<file path="config.mk">
export PLATFORM = sky130hd
export DESIGN_NAME = tbms_isqrt
export DESIGN_NICKNAME = d
export VERILOG_FILES = /design/src/design/assert_macros.svh /design/src/design/tbms_isqrt.sv
export SDC_FILE = /design/constraint.sdc
export NUM_CORES = 2
export LEC_CHECK = 0
export ABC_AREA = 1
export BUFFER_PORTS_ARGS = -buffer_cell sky130_fd_sc_hd__buf_2
export CAP_MARGIN = 20
export CORE_ASPECT_RATIO = 0.8
export CORE_MARGIN = 5
export CORE_UTILIZATION = 55
export DETAILED_ROUTE_END_ITERATION = 7
export GPL_TIMING_DRIVEN = 0
export PLACE_DENSITY = 0.75
export REMOVE_ABC_BUFFERS = 1
export SLEW_MARGIN = 15
export SYNTH_ARGS = -nofsm -noshare
export SYNTH_HDL_FRONTEND = slang
export SYNTH_SLANG_ARGS = --single-unit
</file>
<file path="constraint.sdc">
create_clock -name clock -period 4 [get_ports clock]
set_clock_uncertainty 0.15 [all_clocks]
set_input_delay 0.8 -clock clock [delete_from_list [all_inputs] [get_ports clock]]
set_output_delay 0.8 -clock clock [all_outputs]
set_load 0.02 [all_outputs]
</file>
<file path="src/design/assert_macros.svh">
// ----------------------------------------------------------------------------
// assert_macros.svh
// shared concurrent assertion macros
// ----------------------------------------------------------------------------
`ifndef ASSERT_MACROS_SVH
`define ASSERT_MACROS_SVH

// same-cycle implication
`define TBMS_ASSERT_IMP(label, clk, rst, ante, cons) \
   label: assert property (@(posedge clk) disable iff (rst) (ante) |-> (cons)) \
      else $error("assertion failed");

// next-cycle implication
`define TBMS_ASSERT_NXT(label, clk, rst, ante, cons) \
   label: assert property (@(posedge clk) disable iff (rst) (ante) |=> (cons)) \
      else $error("assertion failed");

`endif

</file>
<file path="src/design/tbms_isqrt.sv">
// ----------------------------------------------------------------------------
// tbms_isqrt
// pipelined integer square root, one root bit per stage
// ----------------------------------------------------------------------------
`timescale 1ns / 1ps
`default_nettype none

module tbms_isqrt #(
   parameter int RootW = 29,
   parameter int SideW = 1
) (
   input  wire logic                 clock,
   input  wire logic                 reset,
   input  wire logic                 in_valid,
   input  wire logic [2*RootW-1:0]   in_rad,
   input  wire logic [SideW-1:0]     in_side,
   output logic                      out_valid,
   output logic      [RootW-1:0]     out_root,
   output logic      [SideW-1:0]     out_side
);

   localparam int RadW = 2 * RootW;
   localparam int RemW = RootW + 3;

   logic             valid_ff [RootW];
   logic [RadW-1:0]  rad_ff   [RootW];
   logic [RemW-1:0]  rem_ff   [RootW];
   logic [RootW-1:0] root_ff  [RootW];
   logic [SideW-1:0] side_ff  [RootW];

   logic [RadW-1:0]  rad_in   [RootW];
   logic [RemW-1:0]  rem_in   [RootW];
   logic [RootW-1:0] root_in  [RootW];

   logic             p_valid  [RootW+1];
   logic [RadW-1:0]  p_rad    [RootW+1];
   logic [RemW-1:0]  p_rem    [RootW+1];
   logic [RootW-1:0] p_root   [RootW+1];
   logic [SideW-1:0] p_side   [RootW+1];

   assign p_valid[0] = in_valid;
   assign p_rad[0]   = in_rad;
   assign p_rem[0]   = '0;
   assign p_root[0]  = '0;
   assign p_side[0]  = in_side;

   for (genvar g = 0; g < RootW; g++) begin : g_stage
      logic [RemW-1:0] rem_sh;
      logic [RemW-1:0] trial;
      logic            take;

      always_comb begin
         rem_sh     = {p_rem[g][RemW-3:0], p_rad[g][RadW-1 -: 2]};
         trial      = {1'b0, p_root[g], 2'b01};
         take       = (rem_sh >= trial);
         rem_in[g]  = take ? (rem_sh - trial) : rem_sh;
         root_in[g] = {p_root[g][RootW-2:0], take};
         rad_in[g]  = {p_rad[g][RadW-3:0], 2'b00};
      end

      always_ff @(posedge clock) begin
         if (reset) begin
            valid_ff[g] <= 1'b0;
         end else begin
            valid_ff[g] <= p_valid[g];
         end
         rad_ff[g]  <= rad_in[g];
         rem_ff[g]  <= rem_in[g];
         root_ff[g] <= root_in[g];
         side_ff[g] <= p_side[g];
      end

      assign p_valid[g+1] = valid_ff[g];
      assign p_rad[g+1]   = rad_ff[g];
      assign p_rem[g+1]   = rem_ff[g];
      assign p_root[g+1]  = root_ff[g];
      assign p_side[g+1]  = side_ff[g];
   end

   assign out_valid = p_valid[RootW];
   assign out_root  = p_root[RootW];
   assign out_side  = p_side[RootW];

endmodule

`default_nettype wire

</file>
==> results.md <==
* Status: complete, no violations
* M1 GR Usage at 0.441
* R2R Setup Slk at 240 ps
* Least-Margin Pin Slew at 1010 ps
* Gpl congestion at 0.987
* Post-synthesis async set-or-reset flop share at 0
* Die extent in x at between 400 and 500 µm
* Cell Pwr Density at 616 nW/µm²
* Worst Hold End: rad_ff[1][316]
* Clock Pin Slew Worst Setup and Hold Paths at 60 ps
* Critical Path Sink Type: flip-flop
* Fin nets at 13,500
* Worst EP arrival at between 4000 and 5000 ps
* Syn. warnings at 0
* DRT Pass-1 Iters at 8
* Met3 usage at 0.0488
* Reg2Reg Depth at 13
* Residual DRC at 0
* GRT met2 Usage at 0.423
* Post-synthesis cell count at around 13,000
* Final setup viols at 0
* Startpoint Class: flip-flop
* First-pass GRT wire length at approximately 400,000 µm
* Crit-path cells: inv_1 > ha_1 > nand2_1 > inv_1 > nand2_1 > nand3_1 > nand2_1 > nand2_1 > nand2_1 > nand4_2 > inv_2 > nand2_1 > nand2_1
* HPWL after DPL at 203,000 µm
* Final Instance Area at 102,000 µm²
* Level count of the clock H-tree at 4
* Rel. slew slack at 0.323
* RSZ-0062 raised after global routing: false
* Top_reg_cell synth: dfxtp_1
* Clock Sinks at about 2,100
* Unique masters post-synth at 51
* EDFF count, synth at 0
* Slowest cell on the critical path: inv_2
* Vias at 79,000
* TritonCTS clock tree: built
* Crit Reg-Reg Startpoint: root_ff[1][116]
* Commonest cells in the netlist: 4,214 x nand2_1, 2,263 x inv_1, 2,103 x dfxtp_1
* Busiest grt layer: met1
* Largest fanout on the critical path at 30
* WHS Path Cells at 0
* Max VDD drop at 0.000489 V
* I/O Buffers at 92
* DRT iter0 DRCs at just over 8,000
* Cell area after synthesis at approximately 90,000 µm²
* Root Buffer: clkbuf_16
* Setup bufs post-CTS at 0
* WL final at 259,000 µm
* Hold Vio Cnt, Final at 0
* Cell row count at 134
* HP Start: rad_ff[1][258]
* Mean Syn Cell Area at 7.19 µm²
* Hold crit path type: flip-flop to flip-flop
* R2R Path End: rem_ff[10][52]
* Worst Setup SP: root_ff[1][116]
* Number of global-route vias before repair at roughly 73,000
* Total track usage at 0.287
* Crit path max-delay family: simple AND/OR/NAND/NOR gates
* Crit Path Category: flip-flop to flip-flop
* CTS buffer count at 193
* Maxcap violations at 0
* Dpl ws at -94.2 ps
* Worst skew pair latency at 830 ps
* Highest Clock Rate at 266 MHz
* Fin crit share at 0.940
* DIE AREA at 175,000 µm²
* DR WL/cell at 16.8 µm
* Fin crit period at 3760 ps
* Vias per cell at 5.12
* Antenna violations before repair at 11
* Worst-case clock buffer depth at 3
* Pwr Total at between 60 and 70 mW
* Final worst slack at 240 ps
* Share of cells above drive strength 1 at 0.0408
* Top post-synthesis cells by area: dfxtp_1 46%, nand2_1 17%, inv_1 9.3%
* Aggregate global routing overflow at 0
* Die Ht at around 380 µm
* Most numerous cell in the Yosys netlist: nand2_1
* CP most frequent cell: nand2_1
* Max Slew Vio Count at 0
* Post-synth top area cell: dfxtp_1
* Synthesized flop and latch total at between 2,000 and 2,500
* Area delta synth->final at 11.0%
* Antenna-violating nets left at 0
* Max incr delay on CP at 830 ps
* I/O pins at 93
* Yosys top cell area share at 0.459
* Starting density of the core at 0.552
* Placeable Area at ~170,000 µm²
* Critical Path RT at 4600 ps
* Cell Area, Placed at 94,500 µm²
* Largest net degree at the start of global routing at 39
* Sequential element share of the synthesized area at 0.459
* Leakage power at 55.3 nW
* CP bufs+invs at 3
sequential cells by signal, indices dropped and copies added (netlist names):
name      flops
rad_ff      812
root_ff     435
side_ff      29
valid_ff     29
rem_ff      798
repair_timing:
action	CTS	global route
pin swaps	0	0
cloned	1	0
endpoints found under the hold margin	61	0
endpoints found under the setup margin	5	5
hold buffers	61	0
gates resized for setup	2	1
per-layer routing:
metal,up-vias,wire length [µm]
li1,39800,-
met1,36000,126000
met2,2860,106000
met3,331,21800
met4,2,4380
met5,-,13
stage by stage:
step / TNS [ps] / cells / hold slack [ps] / util
final: 0 / 15400 / 156 / 0.613
after global routing: 0 / 15400 / 168 / 0.612
after CTS: 0 / 15400 / 166 / 0.612
after detailed placement: -203 / 15000 / 162 / 0.568
after global placement: -22310 / 15000 / 159 / 0.567
after floorplan: 0 / 12700 / 160 / -
cells by family (layout without fill, tap and decap cells):
logic type | after synthesis | after routing | synth area share
other | 1 | 3 | 0.0000409
AND/OR/NAND/NOR | 6559 | 6559 | 0.294
XOR/XNOR | 318 | 318 | 0.0303
adder cells (fa/ha/maj) | 466 | 466 | 0.0635
AO/OA/AOI/OAI | 925 | 925 | 0.0526
flip-flops | 2103 | 2103 | 0.459
buffers and inverters | 2392 | 2797 | 0.101
final cells by class:
class / count / area, µm²
diodes: 2 / 5.00
flip-flops and latches: 2103 / 42100
repair buffers: 158 / 1160
clock inverters: 100 / 1370
inverters: 2285 / 8580
fillers: 15200 / 64400
well taps: 2244 / 2810
repair inverters: 1 / 7.51
clock buffers: 253 / 5400
multi-input cells: 8269 / 40400
worst max path at each step:
| stage | to | slack (ps) | cells after the start |
|---|---|---|---|
| floorplan | rem_ff[10][1] | 1120 | 12 |
| global placement | rem_ff[11][58] | -850 | 12 |
| detailed placement | rem_ff[12][20] | -90 | 15 |
| CTS | rem_ff[12][60] | 320 | 10 |
| global route | rem_ff[12][60] | 20 | 10 |
| finish | rem_ff[10][52] | 240 | 13 |
where the power goes:
part / switching, mW / leakage [nW] / total, mW / internal [mW]
Sequential: 2.91 / 17.6 / 27.5 / 24.6
Clock: 8.32 / 3.27 / 19.2 / 10.9
Combinational: 10.9 / 34.4 / 16.1 / 5.11
Total: 22.2 / 55.3 / 62.7 / 40.6
layout by cell type, fill, tap and decap left out, types with 6 or more instances in the layout:
cell type and instances:
inv_6 8, nor4_1 22, nor2_1 1043, clkinvlp_4 18, o21ai_0 304, o21ai_1 25, clkbuf_8 30, nor2_2 16
dfxtp_1 2103, xnor2_1 86, nand4_1 196, nand3_2 10, nand2_2 9, a21oi_1 527, nor3_1 125, nand3_1 751
inv_1 2262, nor3b_1 7, clkinv_2 31, clkbuf_1 28, xor2_1 232, clkbuf_16 195, o21a_1 6, o21bai_1 29
buf_2 92, nand3b_1 73, and3_1 13, ha_1 466, clkinv_16 9, or2_2 35, inv_2 21, and2_1 29
a21oi_2 7, bufinv_16 19, nand2_1 4212, dlygate4sd3_1 61, clkinv_4 14
(Power assumes the default switching activity.)
